==> config.mk <==
export PLATFORM = sky130hd
export DESIGN_NAME = golay24_codec_flat
export DESIGN_NICKNAME = d
export VERILOG_FILES = /design/src/sv/g24c_pkg.sv /design/src/sv/g24c_if.sv /design/src/sv/golay24_codec.sv /design/src/sv/g24c_front.sv /design/src/sv/g24c_back.sv /design/src/flat_wrapper.sv
export VERILOG_INCLUDE_DIRS = /design/src /design/src/sv
export SDC_FILE = /design/constraint.sdc
export NUM_CORES = 1
export LEC_CHECK = 0
export ABC_CLOCK_PERIOD_IN_PS = 8100
export BUFFER_PORTS_ARGS = -buffer_cell sky130_fd_sc_hd__buf_2
export CORE_ASPECT_RATIO = 0.8
export CORE_MARGIN = 5
export CORE_UTILIZATION = 60
export DETAILED_ROUTE_END_ITERATION = 16
export PLACE_DENSITY = 0.78
export SETUP_SLACK_MARGIN = 0.15
export SYNTH_ARGS = -nofsm -noshare
export SYNTH_HDL_FRONTEND = slang
export SYNTH_SLANG_ARGS = --single-unit
==> constraint.sdc <==
create_clock -name clk_i -period 8.1 [get_ports clk_i]
set_input_delay 0.405 -clock clk_i [delete_from_list [all_inputs] [get_ports clk_i]]
set_output_delay 0.405 -clock clk_i [all_outputs]
set_load 0.03 [all_outputs]
==> src/sv/golay24_codec_assert.svh <==
// Assertion macros for the Golay codec. Both forms check on the rising edge of clk_i.
// G24C_ASSERT is disabled while rst_ni is low.
// G24C_ASSERT_RST also checks during reset.
`ifndef GOLAY24_CODEC_ASSERT_SVH
`define GOLAY24_CODEC_ASSERT_SVH
`ifndef SYNTHESIS
`define G24C_ASSERT(name, prop) \
  name: assert property (@(posedge clk_i) disable iff (!rst_ni) prop) \
    else $error("golay24_codec check failed");
`define G24C_ASSERT_RST(name, prop) \
  name: assert property (@(posedge clk_i) prop) \
    else $error("golay24_codec reset check failed");
`else
`define G24C_ASSERT(name, prop)
`define G24C_ASSERT_RST(name, prop)
`endif
`endif

==> src/sv/g24c_pkg.sv <==
package g24c_pkg;

  localparam int unsigned HalfW = 12;
  localparam int unsigned WordW = 2 * HalfW;

  typedef logic [HalfW-1:0] half_t;
  typedef logic [WordW-1:0] word_t;

  typedef enum logic {
    FUNC_ENCODE = 1'b0,
    FUNC_DECODE = 1'b1
  } func_e;

  // Rows of the parity matrix B.
  localparam half_t GolayB [HalfW] = '{
    12'h7ff, 12'hee2, 12'hdc5, 12'hb8b, 12'hf16, 12'he2d,
    12'hc5b, 12'h8b7, 12'h96e, 12'hadc, 12'hdb8, 12'hb71
  };

  // Beat handed from the front half of the pipeline to the back half.
  typedef struct packed {
    func_e func;
    half_t hi;
    half_t lo;
    half_t pv;
    half_t s;
    half_t q;
    logic  c1;
    half_t m2;
  } mid_t;

  // Bit 11-i of the product is the parity of v AND row i.
  function automatic half_t mul_b(half_t v);
    half_t acc;
    acc = '0;
    for (int i = 0; i < HalfW; i++) begin
      acc[HalfW-1-i] = ^(v & GolayB[i]);
    end
    return acc;
  endfunction

  // Number of set bits in a 12-bit value.
  function automatic logic [3:0] weight(half_t v);
    logic [3:0] n;
    n = '0;
    for (int k = 0; k < HalfW; k++) begin
      n = n + 4'(v[k]);
    end
    return n;
  endfunction

endpackage

==> src/sv/g24c_if.sv <==
interface g24c_in_if;
  logic                        valid;
  logic                        ready;
  logic                        func;
  logic [g24c_pkg::WordW-1:0]  data_word;

  modport source (output valid, output func, output data_word, input ready);
  modport sink   (input valid, input func, input data_word, output ready);
endinterface

interface g24c_out_if;
  logic                        valid;
  logic                        ready;
  logic [g24c_pkg::WordW-1:0]  result_word;
  logic                        ok;

  modport source (output valid, output result_word, output ok, input ready);
  modport sink   (input valid, input result_word, input ok, output ready);
endinterface

==> src/sv/golay24_codec.sv <==
// Extended Golay (24,12,8) codec, encode or decode chosen per beat.
// Input channel in_i: func (0 encode, 1 decode) and data_word. Encode takes the
// message from data_word[11:0] and returns message<<12 | parity with ok = 1.
// Decode corrects up to three bit errors and returns the message in
// result_word[11:0]; an uncorrectable word returns 0 with ok = 0.
// Output channel out_o: result_word and ok, one result beat per input beat,
// in input order.
// The result passes through four register stages (parity product, syndrome
// tests, second syndrome tests, output register) before it shows on out_o.
// Throughput is one beat per cycle while the receiver keeps ready high; each
// stage can take a new beat as its last one moves on.
// Each stage carries its own valid bit and takes a new beat whenever it is
// empty or its beat moves on, so bubbles close up behind a stall.
// When the receiver holds ready low the result stays on out_o unchanged and
// the stages behind it keep filling; in_i.ready drops once all four are full.
// Reset (rst_ni low, asynchronous) empties every stage; nothing else is kept.
module golay24_codec (
  input  logic        clk_i,
  input  logic        rst_ni,
  g24c_in_if.sink     in_i,
  g24c_out_if.source  out_o
);

  logic            mid_valid;
  logic            mid_ready;
  g24c_pkg::mid_t  mid;

  // Stages 1 and 2.
  g24c_front u_front (
    .clk_i       (clk_i),
    .rst_ni      (rst_ni),
    .valid_i     (in_i.valid),
    .ready_o     (in_i.ready),
    .func_i      (in_i.func),
    .word_i      (in_i.data_word),
    .mid_valid_o (mid_valid),
    .mid_ready_i (mid_ready),
    .mid_o       (mid)
  );

  // Stages 3 and 4.
  g24c_back u_back (
    .clk_i       (clk_i),
    .rst_ni      (rst_ni),
    .mid_valid_i (mid_valid),
    .mid_ready_o (mid_ready),
    .mid_i       (mid),
    .out_valid_o (out_o.valid),
    .out_ready_i (out_o.ready),
    .result_o    (out_o.result_word),
    .ok_o        (out_o.ok)
  );

endmodule

==> src/sv/g24c_front.sv <==
// Front half: stage 1 forms the parity product of the low half, stage 2 forms the
// syndrome, the first two weight tests and the second syndrome.
module g24c_front (
  input  logic              clk_i,
  input  logic              rst_ni,
  input  logic              valid_i,
  output logic              ready_o,
  input  logic              func_i,
  input  g24c_pkg::word_t   word_i,
  output logic              mid_valid_o,
  input  logic              mid_ready_i,
  output g24c_pkg::mid_t    mid_o
);

  logic              s1_valid_q;
  logic              s1_ready;
  g24c_pkg::func_e   fn1_q;
  g24c_pkg::half_t   hi1_q;
  g24c_pkg::half_t   lo1_q;
  g24c_pkg::half_t   pv1_q;

  logic              s2_valid_q;
  logic              s2_ready;
  g24c_pkg::mid_t    mid_d;
  g24c_pkg::mid_t    mid_q;

  // A stage takes a new beat when it is empty or its beat moves on.
  assign s2_ready = !s2_valid_q || mid_ready_i;
  assign s1_ready = !s1_valid_q || s2_ready;
  assign ready_o  = s1_ready;

  // Stage 1 valid bit.
  always_ff @(posedge clk_i or negedge rst_ni) begin
    if (!rst_ni) begin
      s1_valid_q <= 1'b0;
    end else if (s1_ready) begin
      s1_valid_q <= valid_i;
    end
  end

  // Stage 1 payload: split the word and form the parity of the low half.
  always_ff @(posedge clk_i) begin
    if (s1_ready && valid_i) begin
      fn1_q <= g24c_pkg::func_e'(func_i);
      hi1_q <= word_i[g24c_pkg::WordW-1:g24c_pkg::HalfW];
      lo1_q <= word_i[g24c_pkg::HalfW-1:0];
      pv1_q <= g24c_pkg::mul_b(word_i[g24c_pkg::HalfW-1:0]);
    end
  end

  // Syndrome, its weight test, the twelve row tests and the second syndrome.
  always_comb begin
    mid_d.func = fn1_q;
    mid_d.hi   = hi1_q;
    mid_d.lo   = lo1_q;
    mid_d.pv   = pv1_q;
    mid_d.s    = hi1_q ^ pv1_q;
    mid_d.c1   = g24c_pkg::weight(mid_d.s) <= 4'd3;
    for (int c = 0; c < g24c_pkg::HalfW; c++) begin
      mid_d.m2[c] = g24c_pkg::weight(mid_d.s ^ g24c_pkg::GolayB[c]) <= 4'd2;
    end
    mid_d.q    = g24c_pkg::mul_b(mid_d.s);
  end

  // Stage 2 valid bit.
  always_ff @(posedge clk_i or negedge rst_ni) begin
    if (!rst_ni) begin
      s2_valid_q <= 1'b0;
    end else if (s2_ready) begin
      s2_valid_q <= s1_valid_q;
    end
  end

  // Stage 2 payload.
  always_ff @(posedge clk_i) begin
    if (s2_ready && s1_valid_q) begin
      mid_q <= mid_d;
    end
  end

  assign mid_valid_o = s2_valid_q;
  assign mid_o       = mid_q;

endmodule

==> src/sv/g24c_back.sv <==
`include "golay24_codec_assert.svh"

// Back half: stage 3 runs the tests on the second syndrome and resolves the
// second case, stage 4 picks the result and holds it for the receiver.
module g24c_back (
  input  logic              clk_i,
  input  logic              rst_ni,
  input  logic              mid_valid_i,
  output logic              mid_ready_o,
  input  g24c_pkg::mid_t    mid_i,
  output logic              out_valid_o,
  input  logic              out_ready_i,
  output g24c_pkg::word_t   result_o,
  output logic              ok_o
);

  typedef struct packed {
    g24c_pkg::func_e func;
    g24c_pkg::half_t hi;
    g24c_pkg::half_t lo;
    g24c_pkg::half_t pv;
    g24c_pkg::half_t msg1;
    logic            c1;
    logic            has2;
    g24c_pkg::half_t msg2;
    logic            c3;
    g24c_pkg::half_t m4;
  } tail_t;

  logic              s3_valid_q;
  logic              s3_ready;
  tail_t             tail_d;
  tail_t             tail_q;

  logic              out_valid_q;
  logic              s4_ready;
  g24c_pkg::word_t   result_d;
  g24c_pkg::word_t   result_q;
  logic              ok_d;
  logic              ok_q;
  g24c_pkg::half_t   msg4;

  assign s4_ready    = !out_valid_q || out_ready_i;
  assign s3_ready    = !s3_valid_q || s4_ready;
  assign mid_ready_o = s3_ready;

  // Weight tests on the second syndrome; the lowest matching row wins case two.
  always_comb begin
    tail_d.func = mid_i.func;
    tail_d.hi   = mid_i.hi;
    tail_d.lo   = mid_i.lo;
    tail_d.pv   = mid_i.pv;
    tail_d.msg1 = mid_i.hi ^ mid_i.s;
    tail_d.c1   = mid_i.c1;
    tail_d.has2 = |mid_i.m2;
    tail_d.msg2 = '0;
    for (int c = g24c_pkg::HalfW - 1; c >= 0; c--) begin
      if (mid_i.m2[c]) begin
        tail_d.msg2 = mid_i.hi ^ mid_i.s ^ g24c_pkg::GolayB[c];
      end
    end
    tail_d.c3   = g24c_pkg::weight(mid_i.q) <= 4'd3;
    for (int c = 0; c < g24c_pkg::HalfW; c++) begin
      tail_d.m4[c] = g24c_pkg::weight(mid_i.q ^ g24c_pkg::GolayB[c]) <= 4'd2;
    end
  end

  // Stage 3 valid bit.
  always_ff @(posedge clk_i or negedge rst_ni) begin
    if (!rst_ni) begin
      s3_valid_q <= 1'b0;
    end else if (s3_ready) begin
      s3_valid_q <= mid_valid_i;
    end
  end

  // Stage 3 payload.
  always_ff @(posedge clk_i) begin
    if (s3_ready && mid_valid_i) begin
      tail_q <= tail_d;
    end
  end

  // Fourth case flips one message bit; then the cases are taken in order.
  always_comb begin
    msg4 = tail_q.hi;
    for (int c = g24c_pkg::HalfW - 1; c >= 0; c--) begin
      if (tail_q.m4[c]) begin
        msg4 = tail_q.hi;
        msg4[g24c_pkg::HalfW-1-c] = ~tail_q.hi[g24c_pkg::HalfW-1-c];
      end
    end
    result_d = '0;
    ok_d     = 1'b1;
    if (tail_q.func == g24c_pkg::FUNC_ENCODE) begin
      result_d = {tail_q.lo, tail_q.pv};
    end else if (tail_q.c1) begin
      result_d = {{g24c_pkg::HalfW{1'b0}}, tail_q.msg1};
    end else if (tail_q.has2) begin
      result_d = {{g24c_pkg::HalfW{1'b0}}, tail_q.msg2};
    end else if (tail_q.c3) begin
      result_d = {{g24c_pkg::HalfW{1'b0}}, tail_q.hi};
    end else if (|tail_q.m4) begin
      result_d = {{g24c_pkg::HalfW{1'b0}}, msg4};
    end else begin
      ok_d     = 1'b0;
    end
  end

  // Output register valid bit.
  always_ff @(posedge clk_i or negedge rst_ni) begin
    if (!rst_ni) begin
      out_valid_q <= 1'b0;
    end else if (s4_ready) begin
      out_valid_q <= s3_valid_q;
    end
  end

  // Output register payload.
  always_ff @(posedge clk_i) begin
    if (s4_ready && s3_valid_q) begin
      result_q <= result_d;
      ok_q     <= ok_d;
    end
  end

  assign out_valid_o = out_valid_q;
  assign result_o    = result_q;
  assign ok_o        = ok_q;

  // An uncorrectable word leaves nothing in the result.
  `G24C_ASSERT(a_fail_zero, out_valid_q && !ok_q |-> result_q == '0)
  // Upper bits are set only by encode, which always succeeds.
  `G24C_ASSERT(a_upper_ok, out_valid_q && (result_q[g24c_pkg::WordW-1:g24c_pkg::HalfW] != '0) |-> ok_q)
  // A result appears only when stage 3 held a beat.
  `G24C_ASSERT(a_out_from_s3, $rose(out_valid_q) |-> $past(s3_valid_q))
  // Reset empties the output register and stage 3.
  `G24C_ASSERT_RST(a_reset_empty, !rst_ni |-> !out_valid_q && !s3_valid_q)

endmodule
==> src/flat_wrapper.sv <==
// flat-port wrapper written by rule: the top's interface ports become plain ports
module golay24_codec_flat 
  (clk_i, rst_ni, in_i_valid, in_i_func, in_i_data_word, in_i_ready, out_o_valid, out_o_result_word, out_o_ok, out_o_ready);
  g24c_in_if in_i_i ();
  g24c_out_if out_o_i ();
  input  logic clk_i;
  input  logic rst_ni;
  input wire logic [$bits(in_i_i.valid)-1:0] in_i_valid;
  input wire logic [$bits(in_i_i.func)-1:0] in_i_func;
  input wire logic [$bits(in_i_i.data_word)-1:0] in_i_data_word;
  output wire logic [$bits(in_i_i.ready)-1:0] in_i_ready;
  output wire logic [$bits(out_o_i.valid)-1:0] out_o_valid;
  output wire logic [$bits(out_o_i.result_word)-1:0] out_o_result_word;
  output wire logic [$bits(out_o_i.ok)-1:0] out_o_ok;
  input wire logic [$bits(out_o_i.ready)-1:0] out_o_ready;
  assign in_i_i.valid = in_i_valid;
  assign in_i_i.func = in_i_func;
  assign in_i_i.data_word = in_i_data_word;
  assign in_i_ready = in_i_i.ready;
  assign out_o_valid = out_o_i.valid;
  assign out_o_result_word = out_o_i.result_word;
  assign out_o_ok = out_o_i.ok;
  assign out_o_i.ready = out_o_ready;
  golay24_codec u_core (.clk_i(clk_i), .rst_ni(rst_ni), .in_i(in_i_i), .out_o(out_o_i));
endmodule
==> summary.txt <==
Cells and area
  – Register Area: around 6500 um2
  – Area Overhead vs Synth: 8.84%
  – Antenna Cells: 0
  – Area of the multi-input gates: 8390 um2
  – Layout net count: 1,623
  – Ratio of cells with drive above 1 in the final layout: 10.2%
  – Fillcell total: 1,807

Logic synthesis
  – Mapped Area: about 16,000 um2
  – Syn_nets: 1,550
  – Synthesis warning total: 0
  – Top_reg_cell synth: edfxtp_1
  – Cells after synthesis: 1,227
  – Async S/R FF share, synth: 1.85%
  – Post-synth EDFFs: 212
  – Synth cell types: 61
  – Register bit total from synthesis: 216
  – Syn_area_per_cell: 12.8 um2
  – Register area share after synthesis: around 41%

Detailed routing
  – Vias: 9,348
  – Initial DRC Count: approximately 680
  – Final WL: 33.0 mm
  – Detailed Routing Iterations Pass 1: 5
  – Vias/cell: 5.61
  – DR WL/cell: 19.8 um
  – Antenna-violating nets left: 0
  – DRC: 0

Clock network
  – Clock latency on the worst-skew pair: 490 ps
  – Clk slew on worst S/H paths: roughly 70 ps
  – H-tree depth: 1
  – CTS tree: yes
  – Root Buffer: clkbuf_16
  – Post-CTS Resized: 0
  – Setup Buffers After CTS: 0
  – Num CTS Buffers: 21
  – CTS Sinks: 216
  – Clock buffer depth: 3

Min path
  – Worst Hold Class: primary input to flip-flop
  – Worst hold stages: 1

STA
  – Unrepaired setup endpoints after global routing: false
  – Upper clock frequency limit: 0.177 GHz
  – Final-report hold violation count: 0
  – Clk_skew: approximately 8.9 ps
  – Slew Limit Headroom: 25.8%
  – Final period utilization: 69.7%
  – Setup-failing EPs final: 0
  – Tmin final: 5640 ps
  – Final Slew Violations: 0
  – Setup TNS: 0 ps
  – Worst Tran Pin Value: 1100 ps

Critical path
  – CP Max Fanout: 9
  – Crit path capture type: flip-flop
  – Worst EP arrival: 5940 ps
  – CP required: 8400 ps
  – Critical path type: flip-flop to flip-flop
  – Critical Path Start Type: flip-flop
  – Worst r2r path cells: 15

Die
  – Initial Utilization: between 60% and 70%
  – Ports: 56
  – Die Wd: between 150 and 200 um
  – Core footprint: 25,500 um2
  – FP Rows: 52
  – Die Footprint: 29,500 um2
  – Die height: between 150 and 200 um

Status
  – Outcome: completed

GRT
  – Vias in the first global route: 9,762
  – First-pass GRT wire length: 53.1 mm
  – Initial antenna violation count: 1
  – Global route overflow: 0
  – GRT Total Usage: 23.2%
  – Largest net degree at the start of global routing: 77

Placement
  – Port Buffers: 55
  – RePlAce Congestion: 0.900
  – Post-DP HPWL: 25.2 mm

Job
  – Max-cap violation count: 0
## timing repair
| action | in CTS | in global routing |
|---|---|---|
| setup endpoints to repair | 0 | 0 |
| hold buffers | 1 | 0 |
| hold endpoints to repair | 4 | 0 |
## worst max-delay path, cell delays in order, from the launching register on
cell,delay [ps]
edfxtp_1,410
xnor2_1,890
inv_1,530
ha_1,500
inv_1,90
fa_1,480
inv_1,50
fa_1,500
xnor2_1,150
ha_1,340
xnor2_1,150
ha_1,210
a21o_1,180
fa_1,370
or2_2,280
a221oi_1,300
## layer usage
| metal | track usage, % | vias to the layer above | wire, um |
|---|---|---|---|
| met4 | 3.86 | 2 | 524 |
| met2 | 35.5 | 300 | 14900 |
| met5 | 0 | - | 9 |
| li1 | - | 4326 | - |
| met3 | 5.00 | 40 | 2760 |
| met1 | 35.3 | 4680 | 14800 |
## final timing paths
path                                                    start                                      to  slack [ps]
setup / recovery            u_core.u_front.pv1_q[0]$_DFFE_PP_       u_core.u_front.mid_o[9]$_DFFE_PP_        2460
hold / removal                             in_i_data_word[13]       u_core.u_front.hi1_q[1]$_DFFE_PP_          80
setup reg to reg            u_core.u_front.pv1_q[0]$_DFFE_PP_       u_core.u_front.mid_o[9]$_DFFE_PP_        2460
hold reg to reg            u_core.u_front.lo1_q[11]$_DFFE_PP_      u_core.u_front.mid_o[60]$_DFFE_PP_         420
max in group asynchronous                              rst_ni  u_core.u_front.mid_valid_o$_DFFE_PN0P_        7730
min in group asynchronous                              rst_ni   u_core.u_front.s1_valid_q$_DFFE_PN0N_         240
## state kept, by name, indices dropped and copies added, names as in the netlist, 12 cells and up
signal / cells
u_core.u_back.tail_q: 76
u_core.u_front.mid_o: 74
u_core.u_back.result_o: 24
u_core.u_front.hi1_q: 12
u_core.u_front.lo1_q: 12
u_core.u_front.pv1_q: 12
## cell usage after synthesis (3+ instances only)
master | count | share of area [%]
or2_2 | 13 | 0.52
nand2_1 | 25 | 0.60
mux2i_1 | 3 | 0.19
and2_1 | 3 | 0.12
inv_2 | 3 | 0.072
a31o_2 | 3 | 0.17
dfrtp_1 | 4 | 0.64
nand3_1 | 18 | 0.57
nor2b_1 | 24 | 0.96
clkbuf_1 | 16 | 0.38
nor4_1 | 4 | 0.16
nor3_1 | 20 | 0.64
o21bai_1 | 3 | 0.14
nand4b_1 | 3 | 0.17
a221oi_1 | 18 | 1.0
nand3b_1 | 5 | 0.24
ha_1 | 132 | 11
a31oi_1 | 6 | 0.24
a211oi_1 | 3 | 0.14
inv_1 | 201 | 4.8
a22oi_1 | 5 | 0.24
xnor2_2 | 5 | 0.52
nor2_1 | 31 | 0.74
xor2_1 | 37 | 2.1
or3_1 | 6 | 0.24
a2111oi_0 | 5 | 0.28
xnor2_1 | 101 | 5.6
nand2b_1 | 18 | 0.72
fa_1 | 162 | 21
edfxtp_1 | 212 | 41
a21oi_1 | 40 | 1.3
o22ai_1 | 8 | 0.32
o21ai_0 | 28 | 0.89
a21o_1 | 24 | 1.1
o211ai_1 | 5 | 0.24
## cell usage in the layout (no fill, tap or decap), types with 4 or more instances in the layout
| cell | instances |
|---|---|
| nand3b_1 | 5 |
| o22ai_1 | 8 |
| nor4_1 | 4 |
| a221oi_1 | 18 |
| nor3_1 | 20 |
| xnor2_1 | 101 |
| buf_2 | 55 |
| or2_2 | 13 |
| inv_1 | 201 |
| nand2b_1 | 18 |
| fa_1 | 162 |
| o21ai_0 | 28 |
| a21o_1 | 24 |
| a2111oi_0 | 5 |
| nand3_1 | 18 |
| buf_4 | 12 |
| clkbuf_16 | 21 |
| nor2_1 | 31 |
| ha_1 | 132 |
| xor2_1 | 37 |
| nor2b_1 | 23 |
| a22oi_1 | 5 |
| clkbuf_1 | 4 |
| or3_1 | 6 |
| nand2_1 | 25 |
| a21oi_1 | 40 |
| edfxtp_1 | 212 |
| o211ai_1 | 5 |
| dfrtp_1 | 4 |
| a31oi_1 | 6 |
| xnor2_2 | 5 |
## cell type report
cell class,instances,area share (%)
multi-input cells,789,49.1
flip-flops and latches,216,37.9
inverters,204,4.49
clock buffers,27,3.33
well taps,351,2.57
repair buffers,68,2.20
clock inverters,10,0.381
## kinds of logic (layout without fill, tap and decap cells)
family | Yosys count | count (layout) | share of synthesized area [%]
AOI/OAI and AO/OA | 165 | 165 | 7.07
xor gates and xnor gates | 146 | 146 | 8.61
adders and majority gates | 294 | 294 | 31.2
buffers and inverters | 222 | 309 | 5.32
DFF | 216 | 216 | 41.2
muxes | 4 | 4 | 0.263
and+or+nand+nor | 180 | 180 | 6.27
## through the flow
| step | setup slack (ps) | util [%] | cells | area (um2) | hold slack, ps |
|---|---|---|---|---|---|
| after CTS | 2580 | 66.9 | 1665 | 17100 | 66.0 |
| after global routing | 2180 | 66.9 | 1665 | 17100 | 66.2 |
| after detailed placement | 2610 | 64.4 | 1627 | 16400 | 218 |
| final | 2460 | 66.9 | 1665 | 17100 | 81.8 |
| after global placement | 2800 | 64.4 | 1627 | 16400 | 212 |
| after floorplan | 3070 | - | 1227 | 15700 | 109 |
Power is left out: the tool's default activity adds up to more than one toggle a clock period on the data nets, which glitch-free logic cannot reach.
